**config.mk**
```make
export PLATFORM = sky130hd
export DESIGN_NAME = length_prefixed_deframer
export DESIGN_NICKNAME = d
export VERILOG_FILES = /design/src/hdl/lpd_pkg.sv /design/src/hdl/lpd_hdr_parse.sv /design/src/hdl/length_prefixed_deframer.sv
export SDC_FILE = /design/constraint.sdc
export NUM_CORES = 1
export LEC_CHECK = 0
export BUFFER_PORTS_ARGS = -buffer_cell sky130_fd_sc_hd__buf_2
export CAP_MARGIN = 30
export CORE_ASPECT_RATIO = 1.25
export CORE_MARGIN = 2
export CORE_UTILIZATION = 30
export CTS_BUF_LIST = sky130_fd_sc_hd__clkbuf_16
export DETAILED_ROUTE_END_ITERATION = 7
export GPL_TIMING_DRIVEN = 0
export PLACE_DENSITY = 0.51
export REMOVE_ABC_BUFFERS = 1
export SLEW_MARGIN = 40
export SYNTH_ARGS = -nofsm -noshare
export SYNTH_HDL_FRONTEND = slang
export SYNTH_SLANG_ARGS = --single-unit
```
**constraint.sdc**
```tcl
create_clock -name clk_i -period 4.7 [get_ports clk_i]
set_input_delay 0.47 -clock clk_i [delete_from_list [all_inputs] [get_ports clk_i]]
set_output_delay 0.47 -clock clk_i [all_outputs]
set_load 0.01 [all_outputs]
```
**src/hdl/lpd_pkg.sv**
```systemverilog
package lpd_pkg;

  localparam logic [1:0] MODE_UNDECIDED = 2'd0;
  localparam logic [1:0] MODE_PRELEN    = 2'd1;
  localparam logic [1:0] MODE_LINE      = 2'd2;

  localparam logic [1:0] PHASE_SKIP   = 2'd0;
  localparam logic [1:0] PHASE_DIGITS = 2'd1;
  localparam logic [1:0] PHASE_DONE   = 2'd2;

  localparam int unsigned LenW = 27;
  localparam logic [LenW-1:0] LEN_MAX = 27'd99999999;

  localparam logic [7:0] CHAR_ZERO  = 8'h30;
  localparam logic [7:0] CHAR_NINE  = 8'h39;
  localparam logic [7:0] CHAR_PLUS  = 8'h2B;
  localparam logic [7:0] CHAR_MINUS = 8'h2D;
  localparam logic [7:0] CHAR_SPACE = 8'h20;
  localparam logic [7:0] CHAR_TAB   = 8'h09;
  localparam logic [7:0] CHAR_CR    = 8'h0D;
  localparam logic [7:0] CHAR_NL    = 8'h0A;

  typedef struct packed {
    logic [1:0]      phase;
    logic [LenW-1:0] acc;
    logic            neg;
  } hdr_t;

  function automatic logic is_digit(input logic [7:0] b);
    return (b >= CHAR_ZERO) && (b <= CHAR_NINE);
  endfunction

  function automatic logic is_space(input logic [7:0] b);
    return (b == CHAR_SPACE) || ((b >= CHAR_TAB) && (b <= CHAR_CR));
  endfunction

endpackage

```
**src/hdl/lpd_hdr_parse.sv**
```systemverilog
module lpd_hdr_parse
  import lpd_pkg::*;
(
  input  hdr_t       hdr_i,
  input  logic [7:0] byte_i,
  output hdr_t       hdr_o
);

  logic [LenW+3:0] times_ten;
  logic [LenW+3:0] sum;
  logic [7:0]      digit;

  assign digit     = byte_i - CHAR_ZERO;
  assign times_ten = {1'b0, hdr_i.acc, 3'b000} + {3'b000, hdr_i.acc, 1'b0};
  assign sum       = times_ten + {{(LenW-4){1'b0}}, digit};

  always_comb begin
    hdr_o = hdr_i;
    if (hdr_i.phase != PHASE_DONE) begin
      if (is_digit(byte_i)) begin
        // saturate the magnitude
        hdr_o.acc   = (sum > {4'd0, LEN_MAX}) ? LEN_MAX : sum[LenW-1:0];
        hdr_o.phase = PHASE_DIGITS;
      end else if (hdr_i.phase == PHASE_SKIP && is_space(byte_i)) begin
        hdr_o.phase = PHASE_SKIP;
      end else if (hdr_i.phase == PHASE_SKIP &&
                   (byte_i == CHAR_PLUS || byte_i == CHAR_MINUS)) begin
        hdr_o.neg   = (byte_i == CHAR_MINUS);
        hdr_o.phase = PHASE_DIGITS;
      end else begin
        hdr_o.phase = PHASE_DONE;
      end
    end
  end

endmodule

```
**src/hdl/length_prefixed_deframer.sv**
```systemverilog
// Each accepted byte and its flags are captured in the output register.
// Throughput: one byte per cycle unless the output stalls; the result register
// frees itself when the held item is taken, so input and output can move in the same cycle.
// Reset (rst_ni low, asynchronous): mode undecided, header parser cleared,
// no body pending, auto-detect off, result register empty.
module length_prefixed_deframer
  import lpd_pkg::*;
#(
  parameter int unsigned HEADER_DIGITS = 8
) (
  input  logic            clk_i,
  input  logic            rst_ni,
  input  logic            auto_detect_we_i,
  input  logic            auto_detect_i,
  input  logic            in_valid_i,
  output logic            in_stall_o,
  input  logic [7:0]      data_byte_i,
  output logic            out_valid_o,
  input  logic            out_stall_i,
  output logic [7:0]      out_byte_o,
  output logic            in_payload_o,
  output logic            frame_end_o,
  output logic            status_o,
  output logic [LenW-1:0] frame_length_o,
  output logic            line_mode_o
);

  localparam logic [4:0] HdrLast = (HEADER_DIGITS == 0) ? 5'd1 : 5'(HEADER_DIGITS);

  localparam hdr_t HDR_CLEAR = '{phase: PHASE_SKIP, acc: '0, neg: 1'b0};

  logic            auto_q;
  logic [1:0]      mode_q, mode_d, mode_eff;
  logic [3:0]      pos_q, pos_d, pos_inc;
  hdr_t            hdr_q, hdr_d, hdr_parsed;
  logic [LenW-1:0] rem_q, rem_d;

  logic            out_valid_q;
  logic [7:0]      byte_q;
  logic            payload_q, payload_d;
  logic            fend_q, fend_d;
  logic            status_q, status_d;
  logic [LenW-1:0] flen_q, flen_d;
  logic            line_q;

  logic accept;

  assign in_stall_o = out_valid_q && out_stall_i;
  assign accept     = in_valid_i && !in_stall_o;

  lpd_hdr_parse u_parse (
    .hdr_i  (hdr_q),
    .byte_i (data_byte_i),
    .hdr_o  (hdr_parsed)
  );

  assign pos_inc = pos_q + 4'd1;

  always_comb begin
    mode_eff = mode_q;
    if (mode_q == MODE_UNDECIDED && auto_q && pos_q == 4'd0 && rem_q == '0) begin
      mode_eff = is_digit(data_byte_i) ? MODE_PRELEN : MODE_LINE;
    end
  end

  always_comb begin
    mode_d    = mode_eff;
    pos_d     = pos_q;
    hdr_d     = hdr_q;
    rem_d     = rem_q;
    payload_d = 1'b0;
    fend_d    = 1'b0;
    status_d  = 1'b0;
    flen_d    = '0;
    if (mode_eff == MODE_LINE) begin
      payload_d = 1'b1;
      fend_d    = (data_byte_i == CHAR_NL);
    end else if (rem_q != '0) begin
      payload_d = 1'b1;
      flen_d    = hdr_q.acc;
      rem_d     = rem_q - LenW'(1);
      if (rem_q == LenW'(1)) begin
        fend_d = 1'b1;
        pos_d  = 4'd0;
        hdr_d  = HDR_CLEAR;
      end
    end else begin
      hdr_d = hdr_parsed;
      pos_d = pos_inc;
      if ({1'b0, pos_inc} >= HdrLast) begin
        pos_d = 4'd0;
        if (hdr_parsed.neg || hdr_parsed.acc == '0) begin
          status_d = 1'b1;
          hdr_d    = HDR_CLEAR;
        end else begin
          // keep the length for the body bytes, rearm the parser
          flen_d      = hdr_parsed.acc;
          rem_d       = hdr_parsed.acc;
          hdr_d.phase = PHASE_SKIP;
          hdr_d.neg   = 1'b0;
        end
      end
    end
  end

  always_ff @(posedge clk_i or negedge rst_ni) begin
    if (!rst_ni) begin
      auto_q      <= 1'b0;
      mode_q      <= MODE_UNDECIDED;
      pos_q       <= 4'd0;
      hdr_q       <= HDR_CLEAR;
      rem_q       <= '0;
      out_valid_q <= 1'b0;
    end else begin
      if (auto_detect_we_i) begin
        auto_q <= auto_detect_i;
      end
      if (accept) begin
        mode_q <= mode_d;
        pos_q  <= pos_d;
        hdr_q  <= hdr_d;
        rem_q  <= rem_d;
      end
      if (accept) begin
        out_valid_q <= 1'b1;
      end else if (!out_stall_i) begin
        out_valid_q <= 1'b0;
      end
    end
  end

  always_ff @(posedge clk_i) begin
    if (accept) begin
      byte_q    <= data_byte_i;
      payload_q <= payload_d;
      fend_q    <= fend_d;
      status_q  <= status_d;
      flen_q    <= flen_d;
      line_q    <= (mode_eff == MODE_LINE);
    end
  end

  assign out_valid_o    = out_valid_q;
  assign out_byte_o     = byte_q;
  assign in_payload_o   = payload_q;
  assign frame_end_o    = fend_q;
  assign status_o       = status_q;
  assign frame_length_o = flen_q;
  assign line_mode_o    = line_q;

endmodule
```
=== After elaboration in Yosys (flattened, before gate mapping) ===
Index checks and enable logic that the tools add are counted.

* Bitwise gates (word level): 2
* Reductions and logical operators: 25
* Multiplexer cells: 30
* Equal/unequal tests: 10
* $add $sub $neg: 5
* $lt $le $gt $ge: 6

{| class="wikitable"
|+ Operator list
! operator !! count
|-
| 27-bit 2-to-1 mux || 8
|-
| 30-bit 2-to-1 mux || 4
|-
| 27-bit logical NOT || 2
|-
| 30-bit by 28-bit adder with 31-bit output || 1
|-
| 31-bit by 8-bit adder with 31-bit output || 1
|-
| 31-bit by 27-bit > comparator with 1-bit output (second input constant) || 1
|-
| 27-bit by 1-bit == test with 1-bit output (second input constant) || 1
|-
| 27-bit nonzero test || 1
|-
| 27-bit by 1-bit subtractor with 27-bit output (second input constant) || 1
|-
| 8-bit by 6-bit == test with 1-bit output (second input constant) || 3
|-
| 4-bit 2-to-1 mux || 3
|-
| 1-bit 2-to-1 mux || 10
|-
| 2-bit 2-to-1 mux || 5
|-
| 1-bit logical AND || 9
|-
| 8-bit by 4-bit == test with 1-bit output (second input constant) || 1
|-
| 8-bit by 4-bit greater-or-equal comparator with 1-bit output (second input constant) || 1
|-
| 8-bit by 6-bit greater-or-equal comparator with 1-bit output (second input constant) || 1
|-
| 8-bit by 4-bit less-or-equal comparator with 1-bit output (second input constant) || 1
|-
| 8-bit by 6-bit less-or-equal comparator with 1-bit output (second input constant) || 1
|-
| 4-bit AND reduction || 2
|-
| 8-bit by 6-bit subtractor with 8-bit output (second input constant) || 1
|-
| 4-bit by 1-bit adder with 4-bit output (second input constant) || 1
|-
| 4-bit greater-or-equal comparator (second input constant) || 1
|-
| 2-bit logical NOT || 2
|-
| 11 further kinds || 16
|}

* Bits in registers: 104
* Output and inout port bits: 41
* Word-level logic and storage cells: 92
* Bits of input ports: 14

=== Depth between registers and ports, before layout ===
Gate-level depths: netlist (run 1).

* Word-level depth: 12
* Gate-level depth with buffers: 23
* Mapped depth without buffers: 20

=== By module ===
A second synthesis (run 1) with hierarchy kept.

* Cells, all modules: 843
* Area total of the unflattened synthesis: 7788.7 um^2

{| class="wikitable"
|+ By module, submodules not included
! module !! instances !! seq. area each (um^2) !! cells each !! area each (um^2)
|-
| length_prefixed_deframer || 1 || 2797.7 || 462 || 5018.6
|-
| lpd_hdr_parse || 1 || 0.0 || 381 || 2770.2
|}

=== Worst setup path after synthesis (run 1) ===
Ideal clock, no wire load.

* Kind: in2reg
* Start: input data_byte_i[4]
* End: register flen_q[19] (netlist: frame_length_o[19]), data pin
* Library setup time: 0.267 ns
* Data arrival time: 5.167 ns
* Data required time: 4.433 ns
* Stages: 20
* Path buffers: 2
* Slack: -0.734 ns
* Cell sequence: ha_1 xor2_1 fa_1 inv_1 ha_1 a21o_1 a221oi_2 o21ai_1 a311o_1 a211oi_1 mux2i_1 o2111ai_1 or2_1 buf_6 nor3_1 o22a_2 nand4_1 o21ai_2 clkbuf_1 o21ai_0

* Longest elaborated chain between the ends: 11
* Elaborated cells between the ends (all ways): 30
* Classes of those cells: 2 x add/sub; 5 x order compare; 4 x eq/ne; 11 x mux; 8 x reduce/logical

{| class="wikitable"
|+ RTL lines
! what !! line !! source
|-
| start: declaration || length_prefixed_deframer.sv:17 || <nowiki>input logic [7:0] data_byte_i,</nowiki>
|-
| 8-bit by 6-bit subtractor with 8-bit output (tied with other cells) || lpd_hdr_parse.sv:13 || <nowiki>assign digit = byte_i - CHAR_ZERO;</nowiki>
|-
| 31-bit by 8-bit adder with 31-bit output (tied with other cells) || lpd_hdr_parse.sv:15 || <nowiki>assign sum = times_ten + {{(LenW-4){1'b0}}, digit};</nowiki>
|-
| 31-bit by 27-bit > comparator with 1-bit output (tied with other cells) || lpd_hdr_parse.sv:22 || <nowiki>hdr_o.acc = (sum > {4'd0, LEN_MAX}) ? LEN_MAX : sum[LenW-1:0];</nowiki>
|-
| 27-bit 2-to-1 mux (tied with other cells) || lpd_hdr_parse.sv:22 ||
|-
| 27-bit 2-to-1 mux / 1-bit 2-to-1 mux (equally long branches) || lpd_hdr_parse.sv:20, lpd_hdr_parse.sv:24 ||
|-
| 30-bit 2-to-1 mux / 1-bit 2-to-1 mux (equally long branches) || lpd_hdr_parse.sv:19, lpd_hdr_parse.sv:20 ||
|-
| 27-bit logical NOT / 30-bit 2-to-1 mux (equally long branches) || length_prefixed_deframer.sv:92, lpd_hdr_parse.sv:19 ||
|-
| 1-bit logical OR || length_prefixed_deframer.sv:92 || <nowiki>if (hdr_parsed.neg || hdr_parsed.acc == '0) begin</nowiki>
|-
| 27-bit 2-to-1 mux || length_prefixed_deframer.sv:92 ||
|-
| 27-bit 2-to-1 mux || length_prefixed_deframer.sv:90 || <nowiki>if ({1'b0, pos_inc} >= HdrLast) begin</nowiki>
|-
| 27-bit 2-to-1 mux || length_prefixed_deframer.sv:78 || <nowiki>end else if (rem_q != '0) begin</nowiki>
|-
| end signal: assignment || length_prefixed_deframer.sv:138 || <nowiki>flen_q <= flen_d;</nowiki>
|-
| end: declaration || length_prefixed_deframer.sv:43 || <nowiki>logic [LenW-1:0] flen_q, flen_d;</nowiki>
|}

Parallel ways exist; a longest one is shown, timed or not. The select of a mux whose other input is x is not followed.
A chain may end at the register's enable or synchronous reset.

=== Worst setup path after layout (run 1) ===
* Start: input data_byte_i[6]
* End: register rem_q[12]

* Longest elaborated chain between the ends: 10
* Elaborated cells between the ends (all ways): 33
* Classes of those cells: 2 x add/sub; 5 x order compare; 5 x eq/ne; 11 x mux; 1 x bitwise; 9 x reduce/logical

{| class="wikitable"
|+ RTL lines
! what !! line !! source
|-
| 8-bit by 6-bit subtractor with 8-bit output (tied with other cells) || lpd_hdr_parse.sv:13 ||
|-
| 31-bit by 8-bit adder with 31-bit output (tied with other cells) || lpd_hdr_parse.sv:15 ||
|-
| 31-bit by 27-bit > comparator with 1-bit output (tied with other cells) || lpd_hdr_parse.sv:22 ||
|-
| 27-bit 2-to-1 mux (tied with other cells) || lpd_hdr_parse.sv:22 ||
|-
| 27-bit 2-to-1 mux / 1-bit 2-to-1 mux (equally long branches) || lpd_hdr_parse.sv:20, lpd_hdr_parse.sv:24 ||
|-
| 30-bit 2-to-1 mux / 1-bit 2-to-1 mux (equally long branches) || lpd_hdr_parse.sv:19, lpd_hdr_parse.sv:20 ||
|-
| 27-bit logical NOT / 30-bit 2-to-1 mux (equally long branches) || length_prefixed_deframer.sv:92, lpd_hdr_parse.sv:19 ||
|-
| 1-bit logical OR || length_prefixed_deframer.sv:92 ||
|-
| 2-bit != test (no line) || -- ||
|-
| 4-bit AND reduction (no line) || -- ||
|-
| end signal: assignment || length_prefixed_deframer.sv:122 || <nowiki>rem_q <= rem_d;</nowiki>
|-
| end: declaration || length_prefixed_deframer.sv:36 || <nowiki>logic [LenW-1:0] rem_q, rem_d;</nowiki>
|}

Parallel ways exist; a longest one is shown, timed or not. The select of a mux whose other input is x is not followed.

==> impl_results.md, run 1 <==
* Result of the run: finished with violations
* Violations in the final reports: negative setup slack
* Port bufs at 54
* Share of post-route cells with drive strength above 1 at 34.7%
* CORE AREA at 25,300 um2
* Class of the worst hold path: in -> reg
* Final ANT Viol Nets at 0
* Average vias per placed instance at between 5 and 6
* Mean instance size in the synthesized netlist at ~9.1 um2
* Initial Utilization at between 30% and 40%
* Maximum buffer depth of the clock tree at 2
* Antenna cell count at 0
* Tcrit/Tclk final at 116%
* WP data arrival at between 5000 and 6000 ps
* TritonCTS clock tree: yes
* Most instantiated flip-flop cell in the synthesis netlist: sky130_fd_sc_hd__dfrtp_1
* CP Data Required Time at 4950 ps
* Number of design rule violations left after detail routing at 0
* Number of buffers created by CTS at 9
* GPL Wtd Cong at approximately 0.86
* Type of destination of the critical path: flip-flop
* Number of standard-cell rows in the floorplan at 65
* Global-route congestion overflow total at 0
* Top achievable clock speed at approximately 180 MHz
* First-pass GRT wire length at 41,000 um
* Kind of start point of the critical path: input pin
* Half-perimeter wire length after detailed placement at 18,000 um
* Critical Path, Cell by Cell: clkbuf_4, a21oi_4, xor2_2, fa_1, ha_4, buf_4, a221oi_4, o21ai_2, a311o_2, a211oi_2, mux2i_2, buf_4, o211ai_1, o22ai_4, buf_6, buf_6, a2bb2o_4, and4_4, a31oi_4, nor3_4, buf_6, buf_8, nor4_2, mux2_1
* Overall die height at approximately 180 um
* 1st-pass router iterations at 5
* Clock root buffer master: sky130_fd_sc_hd__clkbuf_16
* # IOs at 55
* Register area at roughly 2800 um2
* Final critical-path required period at 5450 ps
* Multi-input gate area in the final layout at approximately 5700 um2
* Clock insertion delay at the later pin of the skew report at ~380 ps
* TNS Setup at -53,510 ps
* CTS Sinks at 104
* Gate count of the mapped netlist at ~850
* Final setup violation count at 82
* Worst Path Max Fanout at 7
* Number of hold violations in the final report at 0
* WS Path Type: in -> reg
* Post-synth EDFFs at 39
* Total detailed-routing wirelength at 26,700 um
* Power density relative to cell area at approximately 200 nW/um2
* CP max-delay cell: sky130_fd_sc_hd__fa_1
* CTS clock-pin slew for the worst setup and hold paths at about 70 ps
* Peak supply drop at 0.000178 V
* Clock tree skew after final layout at around 15 ps
* Largest net degree at the start of global routing at 53
* Initial antenna violation count at 0
* Standby leakage power at 0.00415 uW
* Initial detailed-routing violation count at 566
* Die ar. at 27,000 um2
* Most frequent CP cell: sky130_fd_sc_hd__buf_6
* Total standard cell area after synthesis at 7720 um2
* Post-placement setup slack at -2660 ps
* Total number of nets in the final design at about 1,100
* Number of distinct standard cells referenced by the synthesized netlist at 87
* Portion of the post-synthesis area used by sequential elements at between 30% and 40%
* Maximum level of the CTS H-tree at 3
* Worst slew margin relative to its limit at ~40%
* Via count at between 7,000 and 8,000
* Gr usage total at 19.5%
* Worst slew pin tran at 899 ps
* Fill cell instance count of the final layout at about 2,400
* Yosys warnings at 0
* Final worst setup slack at -748 ps
* Vias in the first global route at 7,406
* Max incr delay on CP at ~510 ps
* Number of pins exceeding their max-slew limit in the final report at 0
* Avg WL per Cell at 20.4 um
* RSZ-0062 raised after global routing: true
* Horizontal die dimension at 147 um
* Synthesis-to-layout area growth at 37.2%
* Share of synthesized flip-flops with an asynchronous set or reset at between 60% and 70%
* Maximum Capacitance Violations at 0
* Total of flip-flops plus latches after synthesis at roughly 100
-- cell usage after synthesis (all sizes together), types with 7 or more instances --
| master | instances | share of area, % |
|---|---|---|
| nand2 | 95 | 4.6 |
| o21ai | 85 | 5.6 |
| nor2 | 69 | 3.4 |
| dfrtp | 65 | 21 |
| ha | 57 | 9.2 |
| a21oi | 48 | 3.1 |
| edfxtp | 39 | 15 |
| inv | 33 | 1.6 |
| clkbuf | 24 | 1.2 |
| nor4 | 21 | 2.1 |
| nor3 | 19 | 1.4 |
| o22a | 19 | 2.2 |
| a22oi | 18 | 1.9 |
| a21o | 16 | 1.6 |
| nand4 | 16 | 1.3 |
| a211oi | 15 | 1.5 |
| buf | 12 | 1.0 |
| nand2b | 11 | 0.89 |
| o22ai | 11 | 1.2 |
| xnor2 | 11 | 1.2 |
| or2 | 10 | 0.81 |
| o2bb2ai | 9 | 1.0 |
| xor2 | 9 | 1.0 |
| nand3 | 8 | 0.52 |
| mux2 | 7 | 1.0 |
| o211ai | 7 | 0.68 |
| o21bai | 7 | 0.68 |
| or3 | 7 | 0.57 |
-- logic make-up (layout without fill, tap and decap cells) --
group                    after synthesis  count (layout)  share of synthesized area (%)
AO/OA/AOI/OAI                        291             293                           26.4
XOR/XNOR                              20              20                           2.27
adder cells (fa/ha/maj)               63              63                           10.8
buffers and inverters                 69             196                           3.81
flip-flops                           104             104                           36.2
multiplexers                           9               9                           1.28
AND/OR/NAND/NOR                      293             293                           19.2
-- metal layers --
metal  GRT usage [%]  part of all wire [%]
met1            23.5                    41
met2            35.3                    52
met3            2.06                   3.1
met4            8.00                   3.6
met5               0                     0
-- flip-flops by register name, indices dropped and copies added, names as in the netlist --
signal,cells
in_payload_o,1
frame_length_o,27
rem_q,27
line_mode_o,1
out_valid_o,1
status_o,1
pos_q,4
frame_end_o,1
hdr_q,30
out_byte_o,8
auto_q,1
mode_q,2
-- metrics by stage --
stage	total power, uW	std cells	area (um2)	util (%)	hold slack [ps]
2_1_floorplan	1160	813	7550	-	174
3_3_place_gp	1240	1202	8240	32.6	465
3_5_place_dp	1260	1211	8430	33.3	310
4_1_cts	2120	1292	10100	40.1	287
5_1_grt	2200	1313	10600	41.9	294
6_report	2120	1313	10600	41.9	300
-- worst paths after layout --
check	start	to	slack [ps]	cells after the start
hold reg to reg	mode_q[1]	mode_q[1]	490	1
setup reg to reg	hdr_q[1]	rem_q[12]	-740	21
setup / recovery	data_byte_i[6]	rem_q[12]	-750	24
max in group asynchronous	rst_ni	hdr_q[16]	3640	3
hold / removal	data_byte_i[5]	out_byte_o[5]	300	1
min in group asynchronous	rst_ni	hdr_q[21]	490	2
-- cell type report --
type	count	share of cell area, %
Multi-Input combinational cell	678	53.4
Inverter	33	1.17
Clock inverter	7	0.602
Timing Repair Buffer	147	12.3
Tap cell	335	3.96
Clock buffer	9	2.13
Sequential cell	104	26.5
-- critical path: cells and delay by family --
kind,cells,cell delay (ps)
multiplexers,2,540
AND/OR/NAND/NOR,3,520
AO/OA/AOI/OAI,9,2100
buffers and inverters,7,1020
adder cells (fa/ha/maj),2,770
XOR/XNOR,1,270
-- power breakdown --
group          total, uW  internal (uW)  leakage (uW)  switching [uW]
clock network        774            410      0.000144             364
registers           1040            990       0.00118            46.2
logic                310            142       0.00282             168
total               2120           1540       0.00415             579
-- placed cells by master, fill, tap and decap left out, types with 7 or more instances in the layout --
cell                         n
sky130_fd_sc_hd__o21ai_4    11
sky130_fd_sc_hd__nor3_1     17
sky130_fd_sc_hd__o21ai_2    37
sky130_fd_sc_hd__inv_1      32
sky130_fd_sc_hd__nand3_1     7
sky130_fd_sc_hd__buf_8       7
sky130_fd_sc_hd__a211oi_1    7
sky130_fd_sc_hd__o22ai_1     7
sky130_fd_sc_hd__a21oi_2    10
sky130_fd_sc_hd__a22oi_1    15
sky130_fd_sc_hd__nor2_1     59
sky130_fd_sc_hd__a21o_1     14
sky130_fd_sc_hd__or3_1       7
sky130_fd_sc_hd__buf_6      28
sky130_fd_sc_hd__buf_12      8
sky130_fd_sc_hd__o21ai_1    11
sky130_fd_sc_hd__nor4_1     13
sky130_fd_sc_hd__a211oi_2    7
sky130_fd_sc_hd__edfxtp_1   39
sky130_fd_sc_hd__a21oi_1    37
sky130_fd_sc_hd__buf_2      50
sky130_fd_sc_hd__nand4_1    16
sky130_fd_sc_hd__buf_4      49
sky130_fd_sc_hd__nand2_1    95
sky130_fd_sc_hd__or2_2       7
sky130_fd_sc_hd__ha_1       50
sky130_fd_sc_hd__o211ai_1    7
sky130_fd_sc_hd__dfrtp_1    59
sky130_fd_sc_hd__o22a_1     18
sky130_fd_sc_hd__xnor2_1     9
sky130_fd_sc_hd__nand2b_1   11
sky130_fd_sc_hd__clkbuf_16   9
sky130_fd_sc_hd__o21ai_0    27
-- what timing repair did --
item | in CTS | in global routing
hold buffers | 1 | 0
setup endpoints to repair | 82 | 89
setup buffers | 62 | 25
pin swaps | 62 | 28
cloned | 2 | 2
endpoints found under the hold margin | 13 | 0
gates resized for setup | 218 | 62
Power figures use the tool's default switching activity.
==> run 2, diff against run 1 <==
--- a/config.mk
+++ b/config.mk
@@ -18,4 +18,5 @@
 export SLEW_MARGIN = 40
 export SYNTH_ARGS = -nofsm -noshare
 export SYNTH_HDL_FRONTEND = slang
+export SYNTH_HIERARCHICAL = 1
 export SYNTH_SLANG_ARGS = --single-unit
==> impl_results.md, run 2 <==
* Switching pwr at 708 uW (was 579 uW)
* Layer with the highest usage after global routing: met2 (unchanged)
* Maximum Capacitance Violations at 0 (unchanged)
* Top achievable clock speed at 175 MHz (was 184 MHz)
* Average vias per placed instance at 5.81 (was 5.66)
* CTS clock-pin slew for the worst setup and hold paths at 80 ps (was 70 ps)
* Final ANT Viol Nets at 0 (unchanged)
* # IOs at 55 (unchanged)
* Number of design rule violations left after detail routing at 0 (unchanged)
* Combinational share of power at 19.8% (was 14.6%)
* Mean instance size in the synthesized netlist at 9.24 um2 (was 9.09 um2)
* Worst slew pin tran at 798 ps (was 899 ps)
* Peak supply drop at 0.000188 V (was 0.000178 V)
* Portion of the post-synthesis area used by sequential elements at 35.9% (was 36.2%)
* Gate count of the mapped netlist at 843 (was 849)
* Part of the power in the clock network at 33.2% (was 36.5%)
* Kind of start point of the critical path: input pin (unchanged)
* Area share of the leading cell type in the synthesized netlist at 20.9% (was 21.1%)
* Share of post-route cells with drive strength above 1 at 30.2% (was 34.7%)
* Met1 Track Usage GR at 24.7% (was 23.5%)
* Post-synth EDFFs at 39 (unchanged)
* Avg WL per Cell at 20.3 um (was 20.4 um)
* Violations in the final reports: negative setup slack (unchanged)
* Number of standard-cell rows in the floorplan at 65 (unchanged)
* Most flop-heavy register: hdr_q (unchanged)
* Global routing usage on met3 at 1.98% (was 2.06%)
* RSZ-0062 raised after global routing: true (unchanged)
* Global-route congestion overflow total at 0 (unchanged)
* Total number of nets in the final design at 1,019 (was 1,050)
* Worst slew margin relative to its limit at 46.1% (was 40.1%)
* Max reg flops at 30 (unchanged)
* Port bufs at 54 (unchanged)
* Initial Utilization at 30.7% (was 30.5%)
* Ranking of synthesized cells by area: sky130_fd_sc_hd__dfrtp_1, sky130_fd_sc_hd__edfxtp_1, sky130_fd_sc_hd__ha_1, sky130_fd_sc_hd__a21oi_1, sky130_fd_sc_hd__nor2_1 (was sky130_fd_sc_hd__dfrtp_1, sky130_fd_sc_hd__edfxtp_1, sky130_fd_sc_hd__ha_1, sky130_fd_sc_hd__nand2_1, sky130_fd_sc_hd__o21ai_0)
* Via count at 7,445 (was 7,433)
* Antenna cell count at 0 (unchanged)
* Total standard cell area after synthesis at 7790 um2 (was 7720 um2)
* Gr usage total at 19.2% (was 19.5%)
* Maximum level of the CTS H-tree at 3 (unchanged)
* Share of synthesized flip-flops with an asynchronous set or reset at 62.5% (unchanged)
* Largest net degree at the start of global routing at 39 (was 53)
* Vias in the first global route at 7,329 (was 7,406)
* Yosys top cell by area: sky130_fd_sc_hd__dfrtp_1 (unchanged)
* Overall die height at 184 um (was 183 um)
* TritonCTS clock tree: yes (unchanged)
* Yosys warnings at 6 (was 0)
* GPL Wtd Cong at 0.869 (was 0.864)
* CP Data Required Time at 4940 ps (was 4950 ps)
* Cell with the most instances after synthesis: sky130_fd_sc_hd__nor2_1 (was sky130_fd_sc_hd__nand2_1)
* Number of hold violations in the final report at 0 (unchanged)
* Horizontal die dimension at 148 um (was 147 um)
* CTS Sinks at 104 (unchanged)
* WP data arrival at 5940 ps (was 5700 ps)
* Number of distinct standard cells referenced by the synthesized netlist at 82 (was 87)
* Most instantiated flip-flop cell in the synthesis netlist: sky130_fd_sc_hd__dfrtp_1 (unchanged)
* Die ar. at 27,300 um2 (was 27,000 um2)
* Tcrit/Tclk final at 121% (was 116%)
* WS Path Type: in -> reg (unchanged)
* Total detailed-routing wirelength at 26,000 um (was 26,700 um)
* Clock root buffer master: sky130_fd_sc_hd__clkbuf_16 (unchanged)
* Utilization after layout at 40.0% (was 41.9%)
* Standby leakage power at 0.00422 uW (was 0.00415 uW)
* Met2 Usage GRT at 33.3% (was 35.3%)
* Class of the worst hold path: in -> reg (unchanged)
* Net switching fraction of the power at 30.4% (was 27.3%)
* TNS Setup at -73,600 ps (was -53,510 ps)
* Half-perimeter wire length after detailed placement at 17,800 um (was 18,000 um)
* Initial detailed-routing violation count at 551 (was 566)
* Final Instance Count excl. Fillers at 1,281 (was 1,313)
* Final critical-path required period at 5700 ps (was 5450 ps)
* Multi-input gate area in the final layout at 5500 um2 (was 5660 um2)
* Clock tree skew after final layout at 14.0 ps (was 15.2 ps)
* Power density relative to cell area at 229 nW/um2 (was 200 nW/um2)
* Number of pins exceeding their max-slew limit in the final report at 0 (unchanged)
* Final worst setup slack at -1000 ps (was -748 ps)
* Final setup violation count at 82 (unchanged)
* Leading cell type in the layout, fill and taps excluded: sky130_fd_sc_hd__nor2_1 (was sky130_fd_sc_hd__nand2_1)
* Number of cells after detailed placement at 1,197 (was 1,211)
* Clock insertion delay at the later pin of the skew report at 360 ps (was 380 ps)
* Initial antenna violation count at 0 (unchanged)
* Cell-internal power at 1620 uW (was 1540 uW)
* Seq pwr share at 47.0% (was 48.9%)
* Most frequent cells in the layout: sky130_fd_sc_hd__nor2_1, sky130_fd_sc_hd__dfrtp_1, sky130_fd_sc_hd__nand2_1 (was sky130_fd_sc_hd__nand2_1, sky130_fd_sc_hd__nor2_1, sky130_fd_sc_hd__dfrtp_1)
* Post-placement setup slack at -3190 ps (was -2660 ps)
* Synthesis-to-layout area growth at 30.4% (was 37.2%)
* First-pass GRT wire length at 41,200 um (was 41,000 um)
* Total of flip-flops plus latches after synthesis at 104 (unchanged)
* CORE AREA at 25,400 um2 (was 25,300 um2)
* 1st-pass router iterations at 5 (unchanged)
* Type of destination of the critical path: flip-flop (unchanged)
* Number of buffers created by CTS at 9 (unchanged)
* Maximum buffer depth of the clock tree at 2 (unchanged)
* Result of the run: finished with violations (unchanged)
* Fill cell instance count of the final layout at 2,525 (was 2,429)
* Synth top cells by count: sky130_fd_sc_hd__nor2_1, sky130_fd_sc_hd__dfrtp_1, sky130_fd_sc_hd__a21oi_1, sky130_fd_sc_hd__nand2_1, sky130_fd_sc_hd__ha_1 (was sky130_fd_sc_hd__nand2_1, sky130_fd_sc_hd__nor2_1, sky130_fd_sc_hd__o21ai_0, sky130_fd_sc_hd__dfrtp_1, sky130_fd_sc_hd__ha_1)
* Worst Path Max Fanout at 8 (was 7)
* Worst slack on hold paths at 320 ps (was 300 ps)
* Register area at 2800 um2 (was 2810 um2)
run 2: final cells by class:
type	instances	share of cell area (%)
timing repair buffer	124	10.1
clock buffer	9	2.22
clock inverter	7	0.690
multi-input combinational	672	54.2
tap	335	4.13
sequential	104	27.6
inverter	30	1.13
run 2: cell families (layout without fill, tap and decap cells):
kind of cell	count (synthesis)	count (layout)	share of synthesized area, %
flops	104	104	35.9
fa+ha+maj	64	64	10.9
compound gates	275	276	25.0
xor+xnor	25	25	2.81
buf+inv	72	170	4.69
simple gates	300	304	20.3
mux	3	3	0.418
run 2: worst max-delay path, cell delays in order:
cell and delay (ps):
sky130_fd_sc_hd__buf_12 120, sky130_fd_sc_hd__a21oi_4 150, sky130_fd_sc_hd__xor2_2 230, sky130_fd_sc_hd__fa_1 500, sky130_fd_sc_hd__ha_4 300, sky130_fd_sc_hd__o211ai_1 130
sky130_fd_sc_hd__o211a_1 290, sky130_fd_sc_hd__or3_4 400, sky130_fd_sc_hd__a2111o_1 410, sky130_fd_sc_hd__nand3b_1 110, sky130_fd_sc_hd__and3b_2 200, sky130_fd_sc_hd__or4b_4 490
sky130_fd_sc_hd__o31ai_4 260, sky130_fd_sc_hd__buf_4 170, sky130_fd_sc_hd__buf_12 140, sky130_fd_sc_hd__buf_8 110, sky130_fd_sc_hd__o22a_4 160, sky130_fd_sc_hd__nor3_4 40
sky130_fd_sc_hd__and3_4 210, sky130_fd_sc_hd__a211oi_4 270, sky130_fd_sc_hd__buf_6 190, sky130_fd_sc_hd__buf_12 110, sky130_fd_sc_hd__o21ai_4 70, sky130_fd_sc_hd__a221o_1 390
run 2: worst paths after layout:
| check | start | end | slack, ps | depth (start not counted) |
|---|---|---|---|---|
| max | data_byte_i[4] | rem_q[19] | -1000 | 24 |
| min reg2reg | mode_q[0] | mode_q[0] | 490 | 1 |
| max in group asynchronous | rst_ni | rem_q[24] | 3610 | 3 |
| min in group asynchronous | rst_ni | hdr_q[6] | 560 | 2 |
| min | data_byte_i[5] | out_byte_o[5] | 320 | 1 |
| max reg2reg | hdr_q[3] | rem_q[19] | -940 | 21 |
run 2: per-stage QoR:
step	power [uW]	area, um2
final	2330	10200
after global routing	2440	10200
after CTS	2330	9890
after detailed placement	1480	8380
after global placement	1470	8230
after floorplan	1340	7540
run 2: power by group through the flow:
stage               registers [uW]  clock network (uW)  logic, uW
finish                        1090                 774        462
global route                  1110                 831        507
CTS                           1090                 790        446
detailed placement            1110                   0        377
global placement              1110                   0        362
floorplan                     1100                   0        246
run 2: routing by layer:
layer / routed length, um / vias to the layer above
li1: - / 3460
met1: 11200 / 3724
met2: 13000 / 227
met3: 1060 / 34
met4: 690 / 0
met5: 0 / -
run 2: timing repair:
| item | 4_1_cts | 5_1_grt |
|---|---|---|
| endpoints found under the setup margin | 82 | 82 |
| resized for setup | 158 | 35 |
| hold buffers | 1 | 0 |
| buffers inserted | 45 | 14 |
| gates cloned | 6 | 0 |
| endpoints found under the hold margin | 5 | 0 |
| pin swaps | 64 | 34 |
==> run 3, diff against run 2 <==
--- a/config.mk
+++ b/config.mk
@@ -9,12 +9,13 @@
 export CAP_MARGIN = 30
 export CORE_ASPECT_RATIO = 1.25
 export CORE_MARGIN = 2
-export CORE_UTILIZATION = 30
+export CORE_UTILIZATION = 56
 export CTS_BUF_LIST = sky130_fd_sc_hd__clkbuf_16
 export DETAILED_ROUTE_END_ITERATION = 7
 export GPL_TIMING_DRIVEN = 0
-export PLACE_DENSITY = 0.51
+export PLACE_DENSITY = 0.82
 export REMOVE_ABC_BUFFERS = 1
+export SKIP_LAST_GASP = 1
 export SLEW_MARGIN = 40
 export SYNTH_ARGS = -nofsm -noshare
 export SYNTH_HDL_FRONTEND = slang
==> impl_results.md, run 3 (synthesis results as in run 2) <==
* Max reg flops at 30 (unchanged)
* Number of standard-cell rows in the floorplan at 48 (was 65)
* Leading cell type in the layout, fill and taps excluded: sky130_fd_sc_hd__nor2_1 (unchanged)
* Peak supply drop at 0.000245 V (was 0.000188 V)
* Initial detailed-routing violation count at 1,873 (was 551)
* Standby leakage power at 0.00425 uW (was 0.00422 uW)
* Global-route congestion overflow total at 0 (unchanged)
* Initial Utilization at 56.9% (was 30.7%)
* CTS clock-pin slew for the worst setup and hold paths at 80 ps (about the same)
* Power density relative to cell area at 254 nW/um2 (was 229 nW/um2)
* Avg WL per Cell at 29.4 um (was 20.3 um)
* GPL Wtd Cong at 0.923 (was 0.869)
* Port bufs at 54 (unchanged)
* Antenna cell count at 0 (unchanged)
* Total detailed-routing wirelength at 33,000 um (was 26,000 um)
* # IOs at 55 (unchanged)
* Top achievable clock speed at 156 MHz (was 175 MHz)
* Worst Setup EP: frame_length_o[18] (was rem_q[19])
* Largest net degree at the start of global routing at 59 (was 39)
* Final Instance Count excl. Fillers at 1,122 (was 1,281)
* Clock insertion delay at the later pin of the skew report at 360 ps (about the same)
* CTS Sinks at 104 (unchanged)
* Clock root buffer master: sky130_fd_sc_hd__clkbuf_16 (unchanged)
* Number of design rule violations left after detail routing at 10 (was 0)
* CORE AREA at 13,700 um2 (was 25,400 um2)
* Multi-input gate area in the final layout at 5490 um2 (was 5500 um2)
* Share of post-route cells with drive strength above 1 at 28.3% (was 30.2%)
* Maximum level of the CTS H-tree at 3 (unchanged)
* RR Startpoint: hdr_q[4] (was hdr_q[3])
* CP Data Required Time at 4800 ps (was 4940 ps)
* Result of the run: finished with violations (unchanged)
* Type of destination of the critical path: flip-flop (unchanged)
* Maximum buffer depth of the clock tree at 2 (unchanged)
* Synthesis-to-layout area growth at 27.9% (was 30.4%)
* Launch point of the worst path: hdr_q[4] (was data_byte_i[4])
* Endpoint of the most critical register-to-register path: frame_length_o[18] (was rem_q[19])
* Register area at 2800 um2 (about the same)
* TritonCTS clock tree: yes (unchanged)
* Clock tree skew after final layout at 11.2 ps (was 14.0 ps)
* Number of cells after detailed placement at 1,034 (was 1,197)
* Initial antenna violation count at 0 (unchanged)
* Via count at 9,143 (was 7,445)
* Final setup violation count at 82 (unchanged)
* Tcrit/Tclk final at 136% (was 121%)
* Worst slew margin relative to its limit at 31.0% (was 46.1%)
* WS Path Type: reg -> reg (was in -> reg)
* Number of hold violations in the final report at 0 (unchanged)
* Maximum Capacitance Violations at 0 (unchanged)
* Final ANT Viol Nets at 0 (unchanged)
* Worst slack on hold paths at 325 ps (was 320 ps)
* Final worst setup slack at -1700 ps (was -1000 ps)
* Worst slew pin tran at 1030 ps (was 798 ps)
* Number of pins exceeding their max-slew limit in the final report at 0 (unchanged)
* Gr usage total at 37.2% (was 19.2%)
* WP data arrival at 6510 ps (was 5940 ps)
* First-pass GRT wire length at 42,800 um (was 41,200 um)
* Fill cell instance count of the final layout at 833 (was 2,525)
* Violations in the final reports: design-rule violations, negative setup slack (was negative setup slack)
* Register-to-Register Path Depth at 23 (was 21)
* Most frequent cells in the layout: sky130_fd_sc_hd__nor2_1, sky130_fd_sc_hd__dfrtp_1, sky130_fd_sc_hd__nand2_1 (unchanged)
* Most flop-heavy register: hdr_q (unchanged)
* Final critical-path required period at 6400 ps (was 5700 ps)
* Horizontal die dimension at 109 um (was 148 um)
* RSZ-0062 raised after global routing: true (unchanged)
* Die ar. at 14,900 um2 (was 27,300 um2)
* Vias in the first global route at 8,241 (was 7,329)
* Worst Path Max Fanout at 6 (was 8)
* Hold depth at 1 (unchanged)
* Overall die height at 136 um (was 184 um)
* TNS Setup at -124,870 ps (was -73,600 ps)
* Register-to-register setup slack at -1700 ps (was -940 ps)
* 1st-pass router iterations at 8 (was 5)
* Class of the worst hold path: in -> reg (unchanged)
* Total number of nets in the final design at 1,020 (was 1,019)
* Average vias per placed instance at 8.15 (was 5.81)
* Kind of start point of the critical path: flip-flop (was input pin)
* Number of buffers created by CTS at 9 (unchanged)
* Half-perimeter wire length after detailed placement at 15,600 um (was 17,800 um)
## run 3: cell types whose count changed in the layout (fill, tap and decap cells not counted), sizes merged
| cell | delta |
|---|---|
| bufinv | +1 |
| clkinv | -1 |
| o31ai | +1 |
## run 3: power breakdown
part | internal [uW] | switching, uW
sequential | 1010 | 107
combinational | 197 | 345
clock | 474 | 395
total | 1680 | 847
## run 3: area by class of cell
class                           count  area share (%)
Timing Repair Buffer              124            10.1
Sequential cell                   104            28.1
Multi-Input combinational cell    673            55.1
Clock inverter                      7            1.02
Tap cell                          175            2.20
Inverter                           30            1.16
Clock buffer                        9            2.26
## run 3: repair_timing
item,CTS,global route
setup buffers,41,21
endpoints found under the hold margin,7,0
pin swaps,57,30
resized for setup,125,52
gates cloned,6,0
setup endpoints to repair,82,82
hold buffers,1,0
## run 3: per-layer routing
layer	global-route usage, %	share of wire, %	vias up
li1	-	-	3482
met1	43.1	31	4140
met2	59.5	43	1104
met3	8.10	15	417
met4	28.1	11	0
met5	0	0	-
## run 3: worst min path at each step
stage                   start            end  slack, ps
2_1_floorplan          rst_ni         auto_q        170
3_3_place_gp        mode_q[0]      mode_q[0]        480
3_5_place_dp           rst_ni       hdr_q[0]        280
4_1_cts        data_byte_i[5]  out_byte_o[5]        320
5_1_grt        data_byte_i[5]  out_byte_o[5]        320
6_report       data_byte_i[5]  out_byte_o[5]        320
## run 3: worst max-delay path: stages (launching register included)
cell,delay [ps]
sky130_fd_sc_hd__dfrtp_1,440
sky130_fd_sc_hd__buf_4,170
sky130_fd_sc_hd__fa_1,600
sky130_fd_sc_hd__ha_4,260
sky130_fd_sc_hd__o211ai_1,330
sky130_fd_sc_hd__o211ai_1,250
sky130_fd_sc_hd__a22oi_2,390
sky130_fd_sc_hd__buf_4,180
sky130_fd_sc_hd__a21o_1,100
sky130_fd_sc_hd__o31a_2,190
sky130_fd_sc_hd__nand3b_1,160
sky130_fd_sc_hd__or4b_4,580
sky130_fd_sc_hd__o31ai_4,320
sky130_fd_sc_hd__buf_6,190
sky130_fd_sc_hd__buf_6,140
sky130_fd_sc_hd__o21ai_4,80
sky130_fd_sc_hd__nor4_4,480
sky130_fd_sc_hd__and4_4,360
sky130_fd_sc_hd__a211oi_4,80
sky130_fd_sc_hd__buf_8,180
sky130_fd_sc_hd__buf_12,130
sky130_fd_sc_hd__buf_4,150
sky130_fd_sc_hd__a32oi_4,280
sky130_fd_sc_hd__nor2_2,80
## run 3: per-stage QoR
| stage | setup slack (ps) | total power (uW) | cell area, um2 | util (%) |
|---|---|---|---|---|
| 2_1_floorplan | -2900 | 1340 | 7540 | - |
| 3_5_place_dp | -3130 | 1470 | 8140 | 59.5 |
| 4_1_cts | -902 | 2350 | 9470 | 69.1 |
| 3_3_place_gp | -6030 | 1450 | 8030 | 58.6 |
| 6_report | -1700 | 2530 | 9960 | 72.8 |
| 5_1_grt | -1690 | 2560 | 9960 | 72.8 |
